[config.mk]
export PLATFORM = sky130hd
export DESIGN_NAME = lht_ram
export DESIGN_NICKNAME = d
export VERILOG_FILES = /design/src/hdl/lht_ram.sv
export SDC_FILE = /design/constraint.sdc
export NUM_CORES = 1
export LEC_CHECK = 0
export BUFFER_PORTS_ARGS = -buffer_cell sky130_fd_sc_hd__buf_2
export CAP_MARGIN = 20
export CORE_AREA = 2 2 182 148
export CTS_CLUSTER_SIZE = 20
export DETAILED_ROUTE_END_ITERATION = 16
export DIE_AREA = 0 0 184 150
export PLACE_DENSITY = 0.57
export SYNTH_ARGS = -nofsm -noshare
export SYNTH_HDL_FRONTEND = slang
export SYNTH_SLANG_ARGS = --single-unit
[constraint.sdc]
create_clock -name clk -period 5.5 [get_ports clk]
set_clock_uncertainty 0.2 [all_clocks]
set_input_delay 0.825 -clock clk [delete_from_list [all_inputs] [get_ports clk]]
set_output_delay 0.825 -clock clk [all_outputs]
set_load 0.02 [all_outputs]
[src/hdl/lht_ram.sv]
// lht_ram: generic single-port synchronous RAM, registered read.
// No dependencies.
`timescale 1ns / 1ps
module lht_ram #(
    parameter int WIDTH = 8,
    parameter int DEPTH = 32
) (
    input  logic                     clk,
    input  logic                     we,
    input  logic [$clog2(DEPTH)-1:0] addr,
    input  logic [WIDTH-1:0]         wdata,
    output logic [WIDTH-1:0]         rdata
);
    logic [WIDTH-1:0] mem [DEPTH];

    always_ff @(posedge clk)
    begin
        if (we)
            mem[addr] <= wdata;
        rdata <= mem[addr];
    end
endmodule

Word-level counts from Yosys, hierarchy flattened
Memories as Yosys holds them, arrays and structs flattened. A register that Yosys moved wholly into a read port is not among the register bits.
Cells that the tools add are included.

word-level totals
  register bits = 0
  bits in latches = 0
  bits in writable memories = 256
  ROM bits = 0
  input bits = 15
  output and inout bits = 8
  logic and storage cells = 3
  memories kept = 1

memories
  name  words  bits a word  rd ports  clocked after Yosys merged registers in  wr ports  RTL line  RTL
  mem   32     8            1         1                                        1         14        logic [WIDTH-1:0] mem [DEPTH];

cells by class
  add/subtract/negate cells = 0
  multiply operators = 0
  div/mod/pow operators = 0
  magnitude comparators = 0
  equal/unequal tests = 0
  shift operators = 0
  mux-type cells = 2
  bitwise logic cells = 0
  reduce and logical (&&, ||, !) cells = 0

operators with widths
  kind    count
  $mux 1  2

Longest topological paths before layout
Gate-level depths: netlist of the first run.

  depth in word-level cells = 2
  depth in mapped cells = 7
  mapped depth without buffers = 4

Least setup slack after synthesis of the first run
No wires, ideal clock.

  path type = input -> register
  from = input addr[1]
  to = memory mem[27][0] (enable)
  setup time = 0.383 ns
  arrival = 2.269 ns
  required time = 4.917 ns
  slack = 2.647 ns
  stages = 5
  path buffers = 3
  cell sequence = clkbuf_1 > buf_2 > buf_2 > nand3_1 > nor3_1

RTL lines
  item                RTL line  RTL
  start: declaration  10        input logic [$clog2(DEPTH)-1:0] addr,
  end: declaration    14

Straight into the memory's write port.

==> run_results.csv, run 1 <==
group,metric,value,unit
detailed_routing,drtPass1Iterations,5,
place,gp_congestion,0.833,
place,hpwlAfterDp,14200,um
place,dp.cells,896,
synth,ys_types,24,
floorplanning,coreArea,25900,sq um
final_layout,fin_nets,611,
critical_path,worstSetupEndpointType,"register",
critical_path,cp_max_fo,84,
pwr,power_frac_comb,4.6,%
detailed_routing,drtIter0Drc,628,
sta,finalCriticalPeriod,3420,ps
clocking,clock_path_buffers,3,
clocking,cts.sinks,264,
place,placed_area,10600,sq um
final_layout,instances_no_fill,947,
floorplanning,die_height,150,um
critical_path,slowest_delay,820,ps
place,place.port_buffers,22,
sta,rsz0062_at_grt,"false",
floorplanning,top_level_ports,23,
sta,max-slew-margin-rel,33.6,%
synth,synthTopCellsByArea,"edfxtp_1, mux2i_1, o22ai_1, dfxtp_1, buf_2",
sta,final_hold_viol_count,0,
clocking,cts-buffers-inserted,26,
grt,antenna_found_initial,1,
sta,setup_viol,0,
sta,period_share,62.1,%
synth,yosys.cell_count.top_type,"edfxtp_1",
clocking,clock_latency,520,ps
pwr,seqPwrFrac,53.1,%
synth,synth_top_cell_area_share,75.3,%
critical_path,critical_path_buf_inv_count,2,
clocking,cts_setup_buffers,0,
floorplanning,rows,53,
synth,synth_top_flop_cell,"edfxtp_1",
critical_path,path_delay_family,"buffers and inverters",
pwr,p_leak,3.90,nW
final_layout,drive_gt1_share,10.4,%
pwr,internal_power,3.38,mW
synth,yosys.area.top_type,"edfxtp_1",
sta,drv_slew,0,
run_status,status,"finished clean",
pwr,p_clk_share,42.3,%
sta,tightest_slew,996,ps
synth,async_flop_share,0,%
detailed_routing,dr_total_vias,5253,
detailed_routing,ant_nets,0,
floorplanning,start_util,39.5,%
grt,grt_pass1_vias,5172,
critical_path,path_cells,"buf_6 -> buf_4 -> mux2i_1 -> o22ai_1 -> nor4_1 -> nand2_1",
flow_run,drv_cap,0,
sta,tns,0,ps
grt,grt_max_degree,85,
floorplanning,die_area,27600,sq um
critical_path,worst_path_max_delay_cell,"buf_4",
synth,ys_top_cells_by_count,"edfxtp_1, mux2i_1, o22ai_1",
synth,syn_inst,576,
final_layout,stdcell_area,11500,sq um
floorplanning,die_width,184,um
grt,grt_pass1_wl,34000,um
sta,fmax,293,MHz
synth,yosysWarnings,0,
detailed_routing,post_drt_wl_per_cell,23.9,um
clocking,cts_resized,0,
critical_path,required,5680,ps
clocking,hold_buffers,0,
pwr,ir_drop,172,uV
pwr,pwr_density_cell,370,nW/um^2
detailed_routing,drc,0,
detailed_routing,wirelength,22600,um
grt,gr-total-overflow,0,
clocking,root_buffer,"clkbuf_16",
pwr,p_sw,865,uW
clocking,clkTransAtPathRegs,60,ps
hold_path,hp-class,"reg -> reg",
detailed_routing,vias_per_cell,5.55,
clocking,cts_htree_levels,1,
critical_path,crit_type,"in -> reg",
critical_path,cp-start-kind,"input pin",
pwr,swShare,20.4,%
synth,synth_edf_count,256,
synth,synth_nets,591,
synth,netlist_area,10200,sq um
critical_path,critical_path_arrival,3590,ps
synth,syn_avg_cell_area,17.7,sq um
synth,ys_seq_area_share,76.9,%
grt,grt_usage,16.9,%
clocking,cts_tree,"built",
synth,ys_ff_latch,264,
final_layout,area_growth_syn_to_layout,12.3,%
## routing by layer
layer	global-route usage, %	vias to the layer above	part of all wire (%)
li1	-	2372	-
met1	27.1	2668	49
met2	23.2	181	42
met3	2.94	32	6.2
met4	4.60	0	2.4
met5	0	-	0
## final cells by class
| class | count | area (sq um) |
|---|---|---|
| repair buffers | 27 | 149 |
| diodes | 1 | 2.50 |
| multi-input cells | 277 | 2180 |
| clock inverters | 15 | 164 |
| clock buffers | 33 | 698 |
| flip-flops and latches | 264 | 7850 |
| fillers | 2243 | 14400 |
| well taps | 330 | 413 |
## cells in the final DEF, fill, tap and decap left out
cell,count
buf_2,23
buf_4,2
buf_6,1
bufinv_16,4
clkbuf_1,6
clkbuf_16,27
clkbuf_4,1
clkinv_1,9
clkinv_2,2
dfxtp_1,8
diode_2,1
edfxtp_1,256
mux2i_1,128
nand2_1,10
nand3_1,2
nand3b_1,4
nand4_1,1
nand4b_1,4
nand4bb_1,5
nor2_1,29
nor3_1,4
nor4_1,16
o22ai_1,63
o22ai_2,1
or3_1,1
or3b_2,3
or4_1,1
or4b_1,4
or4bb_1,1
## path summary, 6_finish.rpt
kind,startpoint,endpoint,slack [ps],cells after the start
max,addr[1],rdata[1],2080,6
min,mem[4][6],rdata[6],430,4
max reg2reg,mem[15][6],rdata[6],3760,4
min reg2reg,mem[4][6],rdata[6],430,4
## tightest hold or removal path: stages (launching register included)
cell      delay (ps)
edfxtp_1         320
mux2i_1           70
o22ai_2           90
nor4_1            60
nand2_1           50
## stage by stage
| step | power (mW) | utilization [%] | hold slack, ps | setup slack [ps] |
|---|---|---|---|---|
| finish | 4.24 | 44.3 | 425 | 2080 |
| global route | 4.36 | 44.3 | 481 | 1980 |
| global placement | 2.49 | 40.9 | 403 | 1580 |
| detailed placement | 2.49 | 40.9 | 419 | 1510 |
| CTS | 4.26 | 44.2 | 433 | 2060 |
| floorplan | 2.40 | - | 372 | 2650 |
## cells by family (layout without fill, tap and decap cells)
logic type             count (synthesis)  after routing  share of synthesized area [%]
AOI/OAI and AO/OA                     64             64                           3.98
and+or+nand+nor                       85             85                           4.85
other                                  0              1                              0
buffers and inverters                 35             75                           1.72
DFF                                  264            264                           76.9
muxes                                128            128                           12.6
## power groups by stage
stage	Sequential, mW	Combinational (mW)	Clock, mW
2_1_floorplan	2.30	0.105	0
3_3_place_gp	2.29	0.194	0
3_5_place_dp	2.29	0.197	0
4_1_cts	2.25	0.197	1.81
5_1_grt	2.25	0.211	1.90
6_report	2.25	0.195	1.80
## flip-flops by register name, summed over array words and instances (netlist names)
register  flops
mem         256
rdata         8
Power figures use the tool's default switching activity.
==> inputs of run 2 (changes only) <==
==> config.mk (replaced) <==
export PLATFORM = sky130hd
export DESIGN_NAME = lht_ram
export DESIGN_NICKNAME = d
export VERILOG_FILES = /design/src/hdl/lht_ram.sv
export SDC_FILE = /design/constraint.sdc
export NUM_CORES = 1
export LEC_CHECK = 0
export ABC_AREA = 1
export BUFFER_PORTS_ARGS = -buffer_cell sky130_fd_sc_hd__buf_2
export CAP_MARGIN = 20
export CORE_AREA = 2 2 189 154
export CTS_CLUSTER_SIZE = 20
export DETAILED_ROUTE_END_ITERATION = 16
export DIE_AREA = 0 0 191 156
export PLACE_DENSITY = 0.58
export SYNTH_ARGS = -nofsm -noshare
export SYNTH_HDL_FRONTEND = slang
export SYNTH_SLANG_ARGS = --single-unit
==> constraint.sdc (replaced) <==
create_clock -name clk -period 3.1 [get_ports clk]
set_clock_uncertainty 0.2 [all_clocks]
set_input_delay 0.465 -clock clk [delete_from_list [all_inputs] [get_ports clk]]
set_output_delay 0.465 -clock clk [all_outputs]
set_load 0.02 [all_outputs]
==> run 2 against run 1 <==
Count of clock-buffer cells in the layout rose by 1; largest power group unchanged; combinational power rose by 130%; synthesized area rose by 7.7%; cell count rose by 58%; utilization rose by 0.70 points; global-route usage rose by 0.61 points; die area rose by 8.0%; critical path type unchanged.
==> run_results.csv, run 2 <==
group,metric,value,unit
place,gp_congestion,0.778,
synth,synth_nets,1078,
sta,final_hold_viol_count,0,
sta,max-slew-margin-rel,36.5,%
clocking,clkTransAtPathRegs,60,ps
clocking,clock_latency,530,ps
clocking,cts_tree,"built",
synth,syn_avg_cell_area,10.3,sq um
detailed_routing,vias_per_cell,4.69,
detailed_routing,wirelength,25400,um
final_layout,final_core_util,45.0,%
grt,gr-total-overflow,0,
synth,ys_seq_area_share,71.4,%
pwr,pwr_density_cell,624,nW/um^2
critical_path,cp-start-kind,"input pin",
synth,synth_top_cell_area_share,70.0,%
clocking,cts_htree_levels,1,
floorplanning,rows,55,
synth,yosys.area.top_type,"edfxtp_1",
clocking,cts_resized,0,
sta,tightest_slew,952,ps
final_layout,drive_gt1_share,10.8,%
place,placed_area,11600,sq um
final_layout,stdcell_area,12500,sq um
final_layout,fill_cells,2651,
synth,ys_ff_latch,264,
synth,synth_edf_count,256,
synth,synth_top_flop_cell,"edfxtp_1",
sta,setup_viol,0,
hold_path,hp-class,"in -> reg",
floorplanning,die_height,156,um
synth,netlist_area,11000,sq um
critical_path,crit_type,"in -> reg",
sta,setup_ws,1180,ps
final_layout,mostFrequentLayoutCell,"nand2_1",
synth,async_flop_share,0,%
synth,yosys.cell_count.top_type,"nand2_1",
final_layout,top_regs,"mem: 256 flops, rdata: 8 flops",
grt,grt_pass1_vias,6642,
run_status,status,"finished clean",
detailed_routing,drc,0,
final_layout,fin_nets,1123,
place,place.port_buffers,22,
floorplanning,die_area,29800,sq um
pwr,p_leak,5.22,nW
flow_run,drv_cap,0,
critical_path,worstSetupEndpointType,"register",
synth,yosysWarnings,0,
sta,finalCriticalPeriod,1920,ps
clocking,cts.sinks,264,
sta,fmax,521,MHz
sta,drv_slew,0,
place,hpwlAfterDp,14300,um
final_layout,area_growth_syn_to_layout,14.1,%
pwr,ir_drop,447,uV
place,preCtsSetupSlack,675,ps
clocking,cts-buffers-inserted,27,
detailed_routing,dr_total_vias,7026,
floorplanning,coreArea,27900,sq um
final_layout,n_antenna_cell,0,
floorplanning,start_util,39.4,%
critical_path,required,3380,ps
clocking,hold_buffers,0,
floorplanning,top_level_ports,23,
detailed_routing,ant_nets,0,
sta,rsz0062_at_grt,"false",
synth,syn_inst,1063,
critical_path,critical_path_arrival,2200,ps
detailed_routing,drtPass1Iterations,4,
grt,grt_pass1_wl,39500,um
detailed_routing,post_drt_wl_per_cell,16.9,um
sta,period_share,61.9,%
floorplanning,die_width,191,um
clocking,cts_setup_buffers,0,
grt,grt_usage,17.5,%
clocking,root_buffer,"clkbuf_16",
place,dp.cells,1449,
grt,antenna_found_initial,0,
sta,tns,0,ps
clocking,clock_path_buffers,3,
synth,synthTopCellsByArea,"edfxtp_1, nand2_1, nor2_1, dfxtp_1, buf_2",
final_layout,layout_common_cells,"nand2_1, edfxtp_1, nor2_1",
final_layout,regMostFlops,"mem",
grt,grt_max_degree,127,
final_layout,instances_no_fill,1497,
final_layout,largest_register_ffs,256,
synth,ys_top_cells_by_count,"nand2_1, edfxtp_1, nor2_1",
detailed_routing,drtIter0Drc,557,
synth,ys_types,12,
critical_path,cp_max_fo,84,
-- run 2: changes by cell type after synthesis, sizes merged, moves of 5 or more --
cell     delta
nand2     +670
inv        +13
nor2       +19
nand4bb     -5
nor4       -16
o22ai      -64
buf        +12
mux2i     -128
-- run 2: layout make-up --
class                           count  area [sq um]  area share [%]
Tap cell                          370           463            3.69
Sequential cell                   264          7850            62.6
Inverter                           13          51.3           0.409
Clock buffer                       34           722            5.76
Timing Repair Buffer               62           425            3.39
Clock inverter                     14           200            1.60
Multi-Input combinational cell    740          2830            22.6
-- run 2: through the flow --
step	hold slack [ps]	power [mW]
after floorplan	364	4.33
after global placement	501	4.52
after detailed placement	502	4.52
after CTS	230	7.90
after global routing	304	8.07
final	247	7.82
-- run 2: layer usage --
metal / share of wire [%] / global-route usage (%) / up-vias
met2: 44 / 27.1 / 140
met4: 2.4 / 4.36 / 0
met1: 50 / 26.1 / 3317
li1: - / - / 3528
met5: 0 / 0 / -
met3: 4.4 / 2.20 / 41
-- run 2: cells by family after synthesis --
| logic type | Yosys count | share of synthesized area, % |
|---|---|---|
| flops | 264 | 71.4 |
| buf+inv | 59 | 2.80 |
| simple gates | 740 | 25.8 |
-- run 2: worst paths after layout --
| check | start | end | slack, ps | cells past startpoint |
|---|---|---|---|---|
| max | addr[0] | rdata[2] | 1180 | 11 |
| max reg2reg | mem[4][3] | rdata[3] | 1660 | 8 |
| min reg2reg | mem[10][7] | rdata[7] | 510 | 8 |
| min | addr[1] | rdata[7] | 250 | 7 |
-- run 2: report_power, final --
group | switching (mW) | internal (mW)
clock | 1.33 | 2.06
combinational | 0.340 | 0.114
sequential | 0.0149 | 3.97
-- run 2: critical path, cell delays in order --
cell,delay [ps]
buf_4,160
inv_4,70
buf_4,720
nand2_1,100
nand2_1,100
nand2_1,70
nand2_1,110
nand2_1,50
nand2_1,140
nor2_1,100
nand2_1,70
