--- config.mk ---
export PLATFORM = sky130hd
export DESIGN_NAME = lht_mod
export DESIGN_NICKNAME = d
export VERILOG_FILES = /design/src/hdl/lht_mod.sv
export SDC_FILE = /design/constraint.sdc
export NUM_CORES = 1
export LEC_CHECK = 0
export BUFFER_PORTS_ARGS = -buffer_cell sky130_fd_sc_hd__clkbuf_2
export CAP_MARGIN = 0
export CORE_UTILIZATION = 55
export DETAILED_ROUTE_END_ITERATION = 6
export GPL_ROUTABILITY_DRIVEN = 0
export PLACE_DENSITY = 0.79
export SYNTH_ARGS = -nofsm -noshare
export SYNTH_HDL_FRONTEND = slang
export SYNTH_SLANG_ARGS = --single-unit
--- constraint.sdc ---
create_clock -name clk -period 6.11 [get_ports clk]
set_clock_uncertainty 0.05 [all_clocks]
set_input_delay 0.9165 -clock clk [delete_from_list [all_inputs] [get_ports clk]]
set_output_delay 0.9165 -clock clk [all_outputs]
set_load 0.01 [all_outputs]
--- src/hdl/lht_mod.sv ---
// lht_mod: iterative unsigned remainder, one quotient bit per cycle.
// No dependencies.
`timescale 1ns / 1ps
module lht_mod (
    input  logic        clk,
    input  logic        rst_n,
    input  logic        start,
    input  logic [15:0] dividend,
    input  logic [6:0]  divisor,
    output logic        done,
    output logic [6:0]  remainder
);
    logic [4:0]  cnt_reg, cnt_next;
    logic [15:0] dvd_reg, dvd_next;
    logic [7:0]  rem_reg, rem_next;
    logic        busy_reg, busy_next;
    logic [7:0]  trial;
    logic [7:0]  rem_step;

    always_comb
    begin
        cnt_next  = cnt_reg;
        dvd_next  = dvd_reg;
        rem_next  = rem_reg;
        busy_next = busy_reg;
        trial     = {rem_reg[6:0], dvd_reg[15]};
        rem_step  = (trial >= {1'b0, divisor}) ? trial - {1'b0, divisor} : trial;
        if (start) begin
            busy_next = 1'b1;
            cnt_next  = 5'd16;
            dvd_next  = dividend;
            rem_next  = '0;
        end else if (busy_reg) begin
            dvd_next = {dvd_reg[14:0], 1'b0};
            rem_next = rem_step;
            cnt_next = cnt_reg - 5'd1;
            if (cnt_reg == 5'd1)
                busy_next = 1'b0;
        end
    end

    always_ff @(posedge clk or negedge rst_n)
    begin
        if (!rst_n) begin
            busy_reg <= 1'b0;
            cnt_reg  <= '0;
        end else begin
            busy_reg <= busy_next;
            cnt_reg  <= cnt_next;
        end
    end

    always_ff @(posedge clk)
    begin
        dvd_reg <= dvd_next;
        rem_reg <= rem_next;
    end

    assign done      = busy_reg && (cnt_reg == 5'd1);
    assign remainder = rem_step[6:0];
endmodule
Yosys cells after proc, flatten, opt, wreduce, memory -nomap -nowiden:

Index checks and enable logic that the tools add are counted.

* bits of input ports: 26
* word-level logic and storage cells: 18
* output and inout port bits: 8
* flip-flop bits (word level): 29

* reductions and logical operators: 2
* $lt $le $gt $ge: 1
* eq/ne operators: 1
* mux-type cells: 8
* add/sub/neg operators: 2

Operators with widths (number)
* $mux 16: 2
* $mux 5: 2
* $ge 8x7->1: 1
* $mux 7: 1
* $sub 7x7->7: 1
* $eq 5x1->1 const B: 1
* $sub 5x1->5 const B: 1
* $mux 1: 3
* $reduce_bool 2->1: 1
* $logic_and 1x1->1: 1

Logic depth before layout (Yosys ltp):

Gate-level depths: netlist of the first run.

* word-level depth: 4
* depth in mapped cells: 8
* mapped depth without buffers: 8

Least setup slack after synthesis of the first run:

No wires, ideal clock.

* path kind: input to output
* start: input divisor[0]
* end: output remainder[2]
* arrival: 2.321 ns
* buffers on the path: 0
* stages: 7
* required time: 5.143 ns
* setup slack: 2.823 ns
* cell sequence: ha_1 > inv_1 > fa_1 > nand3_1 > a31o_2 > nand2_4 > mux2_2

* longest elaborated chain between the ends: 2
* elaborated cells between the ends (all ways): 3
* classes of those cells: add/sub (1); order compare (1); mux (1)

Ends and longest elaborated chain
* start, declared: RTL line 9 `input logic [6:0] divisor,`
* $sub 7x7->7 / $ge 8x7->1 (equally long branches): RTL line 27 `rem_step = (trial >= {1'b0, divisor}) ? trial - {1'b0, divisor} : trial;`
* $mux 7 (*): RTL line 27
* end, declared: RTL line 11 `output logic [6:0] remainder`

Mark *: on every way between the ends. The rest lies on a longest branch, timed or not.

Worst setup path in the final report of the first run:

* start: input divisor[0]
* end: output remainder[4]

The elaborated chain is that of the path after synthesis.

==> reports/metrics.cfg, run 1 <==
[floorplanning]
pin_count = 34
dieArea_sq_um = 3510
rows = 20
die_y_um = 59.3
core-area_sq_um = 3080
initial_core_util_pct = 58.6
die_x_um = 59.3

[worst_setup_path]
regToRegStartpoint = dvd_reg[15]$_DFFE_PP_
r2r-end = rem_reg[1]$_SDFFE_PP0P_
critical_path_class = primary input to output pin
critPathMaxStageDelay_ns = 0.40
crit_path_end_kind = output pin
reg2reg_depth = 8
setup.worst_path.start_class = primary input
reg2reg_slack_ns = 3.92
slowest_stage = fa_1
worstPathMaxFanout = 8
arrival_ns = 2.66
crit_top_cell = clkbuf_2
required_ns = 5.14
path_cells = clkbuf_2 > ha_1 > inv_1 > fa_1 > nand3_1 > a31o_2 > nand2_4 > mux2_2 > clkbuf_2

[cts]
clockRootBuffer = clkbuf_4
clock_sinks = 29
post_cts_buffers = 0
cts.repair.resized = 0
cts_buffers = 5
path_clk_slew_ns = 0.09
cts_tree = yes
clkLatencyLatePin_ns = 0.32
cts_buffer_depth = 2
hold_buffers = 0
h-tree-depth = 2

[final_layout]
final_cells = 251
nNetsFinal = 242
drive_above_1_share_pct = 32.4
antenna_cells = 0
largest_reg_flops = 16
area_delta_synth_final_pct = 13.0
fill_cells = 269

[global_route]
grt_max_degree = 38
grt_pass1_wl_mm = 5.98
antenna_found_initial = 0
grt_pass1_vias = 1360
grt_overflow_total = 0
grt_usage_pct = 23.3

[synth]
synth_cell_types = 47
async_flop_share_pct = 20.7
syn_inst = 174
netlist_top_cells_area = edfxtp_1, mux2_2, dfrtp_1
syn-num-nets = 210
yosys.cell_count.top_type = mux2_2
synth_area_sq_um = 1800
yosysSeqAreaShare_pct = 42.7
synth_top_area_cell = edfxtp_1
synth_edf_count = 16
synth.top_cell.area_share_pct = 26.6
yosys-top-cells-count = mux2_2, edfxtp_1, inv_1
syn_avg_cell_area_sq_um = 10.4
yosys_most_used_dff = edfxtp_1
ys_ff_latch = 29
ys_warn_count = 0

[detailed_routing]
drc = 0
avgViaCountPerCell = 5.75
first_pass_iters = 5
wirelength_mm = 3.66
wl_per_cell_um = 14.6
ant_nets = 0
drtIter0Drc = 77
vias = 1442

[power]
cellPowerDensity_nw_per_um2 = 352
p_leak_uw = 0.000883
vdd_drop_max_uv = 214

[timing]
period_needed_ns = 3.63
setup_tns_ns = 0
setup_slack_ns = 2.48
finalCritPeriodShare_pct = 59.4
hold_viol = 0
slew_violations = 0
tightest_slew_ns = 0.703
holdWs_ns = 0.355
fmax_mhz = 276
relSlewSlack_pct = 53.1
setup-violations-final = 0
rsz0062_at_grt = no

[placed_design]
dp_slack_ns = 2.51
hpwl_mm = 2.74
port-buffer-count = 33
place_inst = 243

[worst_hold_path]
hold_class = primary input to async pin

[job]
max_cap_violations = 0

[run_status]
status = finished, final reports clean

stage by stage:
stage / area, sq um / power, uW / util, %
floorplan: 1800 / 521 / -
global placement: 1990 / 593 / 64.6
detailed placement: 1990 / 607 / 64.6
CTS: 2040 / 720 / 66.2
global route: 2040 / 767 / 66.2
finish: 2040 / 717 / 66.2
kinds of logic after synthesis:
group | share of synthesized area, %
AND/OR/NAND/NOR | 16.2
multiplexers | 11.2
buffers and inverters | 5.20
flip-flops | 42.7
AO/OA/AOI/OAI | 13.9
XOR/XNOR | 3.40
adder cells (fa/ha/maj) | 7.35
per-layer routing:
layer,up-vias,wire length [um],GRT usage [%]
met5,-,0,0
met4,0,61,10.5
met3,6,165,5.24
met2,47,1940,39.6
met1,692,1500,27.8
li1,697,-,-
area by class of cell:
type	count	area [sq um]	area share, %
multi-input combinational	122	940	46.1
tap	44	55.1	2.70
sequential	29	771	37.8
clock inverter	2	10.0	0.491
clock buffer	6	41.3	2.03
inverter	15	56.3	2.76
timing repair buffer	33	165	8.10
worst max path at each step:
stage          depth (start not counted)  slack, ns      endpoint       start
6_report                               9       2.48  remainder[4]  divisor[0]
5_1_grt                                9       2.40  remainder[4]  divisor[0]
4_1_cts                                9       2.50  remainder[4]  divisor[0]
2_1_floorplan                          7       2.82  remainder[2]  divisor[0]
3_5_place_dp                           9       2.51  remainder[4]  divisor[0]
3_3_place_gp                           9       2.54  remainder[4]  divisor[0]
placed cells by master, fill, tap and decap left out, drive strengths merged, types with 6 or more instances in the layout:
| cell type | n |
|---|---|
| nor3 | 9 |
| edfxtp | 16 |
| nand2 | 10 |
| nor2 | 9 |
| o21ai | 8 |
| mux2 | 18 |
| dfrtp | 6 |
| nand3 | 6 |
| ha | 9 |
| dfxtp | 7 |
| inv | 15 |
| clkbuf | 39 |
where the power goes:
| part | switching (uW) | internal [uW] |
|---|---|---|
| sequential | 33.0 | 251 |
| combinational | 182 | 142 |
| clock | 64.9 | 43.7 |
critical path: cells and delay by family:
kind,cells,cell delay (ns)
AO/OA/AOI/OAI,1,0.32
adder cells (fa/ha/maj),2,0.55
buffers and inverters,3,0.26
multiplexers,1,0.30
AND/OR/NAND/NOR,2,0.31
Power figures use the tool's default switching activity.
==> inputs of run 2 (changes only) <==
--- a/config.mk
+++ b/config.mk
@@ -7,10 +7,10 @@
 export LEC_CHECK = 0
 export BUFFER_PORTS_ARGS = -buffer_cell sky130_fd_sc_hd__clkbuf_2
 export CAP_MARGIN = 0
-export CORE_UTILIZATION = 55
+export CORE_UTILIZATION = 50
 export DETAILED_ROUTE_END_ITERATION = 6
 export GPL_ROUTABILITY_DRIVEN = 0
-export PLACE_DENSITY = 0.79
+export PLACE_DENSITY = 0.76
 export SYNTH_ARGS = -nofsm -noshare
 export SYNTH_HDL_FRONTEND = slang
 export SYNTH_SLANG_ARGS = --single-unit
==> constraint.sdc (replaced) <==
create_clock -name clk -period 3.3 [get_ports clk]
set_clock_uncertainty 0.05 [all_clocks]
set_input_delay 0.495 -clock clk [delete_from_list [all_inputs] [get_ports clk]]
set_output_delay 0.495 -clock clk [all_outputs]
set_load 0.01 [all_outputs]
==> reports/metrics.cfg, run 2 (synthesis gave the netlist of run 1 again) <==
[floorplanning]
rows = 21  ; +5.0%
die_y_um = 62.1  ; +4.7%
die_x_um = 62.1  ; +4.7%
pin_count = 34  ; unchanged
initial_core_util_pct = 53.2  ; -5.4 points
core-area_sq_um = 3390  ; +10%
dieArea_sq_um = 3850  ; +9.7%

[job]
max_cap_violations = 0  ; unchanged

[placed_design]
dp_slack_ns = 0.532  ; -1.98 ns
hpwl_mm = 2.54  ; -7.3%
port-buffer-count = 33  ; unchanged
placed_cell_area_sq_um = 1990  ; +0.13%
place_inst = 245  ; +0.82%

[cts]
cts_tree = yes
h-tree-depth = 2  ; unchanged
cts_buffers = 5  ; unchanged
cts_buffer_depth = 2  ; unchanged
clock_sinks = 29  ; unchanged
path_clk_slew_ns = 0.09  ; about the same
clockRootBuffer = clkbuf_4
cts.repair.resized = 0  ; unchanged
clkLatencyLatePin_ns = 0.31  ; about the same

[worst_hold_path]
holdPathStages = 2
hold_class = primary input to register

[power]
p_switching_uw = 511  ; +82%
power_uw = 1320  ; +84%
vdd_drop_max_uv = 461  ; +120%
combPwrFrac_pct = 45.4  ; +0.2 points
seqPwrFrac_pct = 39.8  ; +0.2 points
internal_power_uw = 808  ; +85%
p_leak_uw = 0.000888  ; +0.47%
p_clk_share_pct = 14.9  ; -0.3 points
cellPowerDensity_nw_per_um2 = 643  ; +83%
p_sw_share_pct = 38.7  ; -0.39 points

[timing]
tightest_slew_ns = 0.706  ; +0.00214 ns
rsz0062_at_grt = no
finalCritPeriodShare_pct = 93.1
setup_slack_ns = 0.229  ; -2.25 ns
setup_tns_ns = 0  ; unchanged
fmax_mhz = 326
relSlewSlack_pct = 53.0  ; -0.14 points
slew_violations = 0  ; unchanged
setup-violations-final = 0  ; unchanged
period_needed_ns = 3.07
hold_viol = 0  ; unchanged

[global_route]
antenna_found_initial = 0  ; unchanged
grt_pass1_vias = 1209  ; -11%
grt_overflow_total = 0  ; unchanged
grt_pass1_wl_mm = 5.54  ; -7.4%
grt_max_degree = 38  ; unchanged
grt_usage_pct = 20.0  ; -3.2 points

[detailed_routing]
route.met2.wl_mm = 1.68  ; -13%
first_pass_iters = 4  ; -1
wirelength_mm = 3.42  ; -6.5%
met1_length_mm = 1.55  ; +3.5%
wl_met3_um = 142  ; -14%
ant_nets = 0  ; unchanged
drc = 0  ; unchanged
drtIter0Drc = 86  ; +12%
avgViaCountPerCell = 5.54  ; -3.6%
vias = 1407  ; -2.4%
routed.top_layer = met4
wl_per_cell_um = 13.5  ; -7.6%

[final_layout]
final_cells = 254  ; +1.2%
fill_cells = 290  ; +7.8%
nNetsFinal = 243  ; +0.41%
area_delta_synth_final_pct = 13.7
largest_reg_flops = 16  ; unchanged
final_cell_mix = clkbuf_2, mux2_2, edfxtp_1
design_area_sq_um = 2050  ; +0.61%
multi_input_area_sq_um = 940  ; unchanged
regArea_sq_um = 771  ; unchanged
antenna_cells = 0  ; unchanged
final_common_cell = clkbuf_2
drive_above_1_share_pct = 32.2  ; -0.16 points

[worst_setup_path]
arrival_ns = 2.53  ; -0.13 ns
required_ns = 2.75  ; -2.39 ns
reg2reg_depth = 8  ; unchanged
critical_path_class = register to output pin
setup.worst_path.start_class = register
worstPathMaxFanout = 8  ; unchanged
crit_path_end_kind = output pin

[run_status]
status = finished, final reports clean

## run 2: changes by cell type in the layout (fill, tap and decap cells not counted)
cell,change
dlygate4sd3_1,+1
## run 2: what timing repair did
action,CTS,global route
hold endpoints to repair,6,0
buffers inserted,0,0
hold buffers,1,0
## run 2: path summary, 6_finish.rpt
kind,from,endpoint,slack [ns]
max,dvd_reg[15]$_DFFE_PP_,remainder[4],0.23
min,dividend[0],dvd_reg[0]$_SDFFCE_PN0P_,0.41
max reg2reg,dvd_reg[15]$_DFFE_PP_,rem_reg[1]$_SDFFE_PP0P_,1.03
min reg2reg,rem_reg[1]$_SDFFE_PP0P_,rem_reg[1]$_SDFFE_PP0P_,0.48
max in group asynchronous,rst_n,cnt_reg[1]$_DFFE_PN0P_,2.56
min in group asynchronous,rst_n,cnt_reg[3]$_DFFE_PN0P_,0.49
## run 2: metal layers
layer,up-vias,global-route usage [%]
met4,0,6.67
met2,28,29.9
met1,667,27.5
met3,6,6.42
met5,-,0
li1,706,-
## run 2: area by class of cell
| class | count | area share, % |
|---|---|---|
| tap | 46 | 2.81 |
| sequential | 29 | 37.6 |
| clock buffer | 6 | 2.01 |
| inverter | 15 | 2.75 |
| multi-input combinational | 122 | 45.8 |
| timing repair buffer | 34 | 8.54 |
| clock inverter | 2 | 0.488 |
## run 2: metrics by stage
step / utilization [%] / hold slack, ns
6_report: 60.5 / 0.414
2_1_floorplan: - / 0.149
3_3_place_gp: 58.7 / 0.273
4_1_cts: 60.5 / 0.392
3_5_place_dp: 58.7 / 0.279
5_1_grt: 60.5 / 0.384
## run 2: worst max-delay path, stage by stage (launching register included)
cell,delay (ns)
edfxtp_1,0.41
inv_1,0.13
ha_1,0.18
inv_1,0.05
fa_1,0.41
nand3_1,0.21
a31o_2,0.31
nand2_4,0.10
mux2_2,0.29
clkbuf_2,0.13
## run 2: power by group through the flow
stage | Combinational (uW) | Clock [uW] | Sequential, uW
finish | 599 | 196 | 525
global route | 661 | 227 | 535
CTS | 597 | 208 | 525
detailed placement | 591 | 0 | 533
global placement | 575 | 0 | 526
floorplan | 456 | 0 | 508
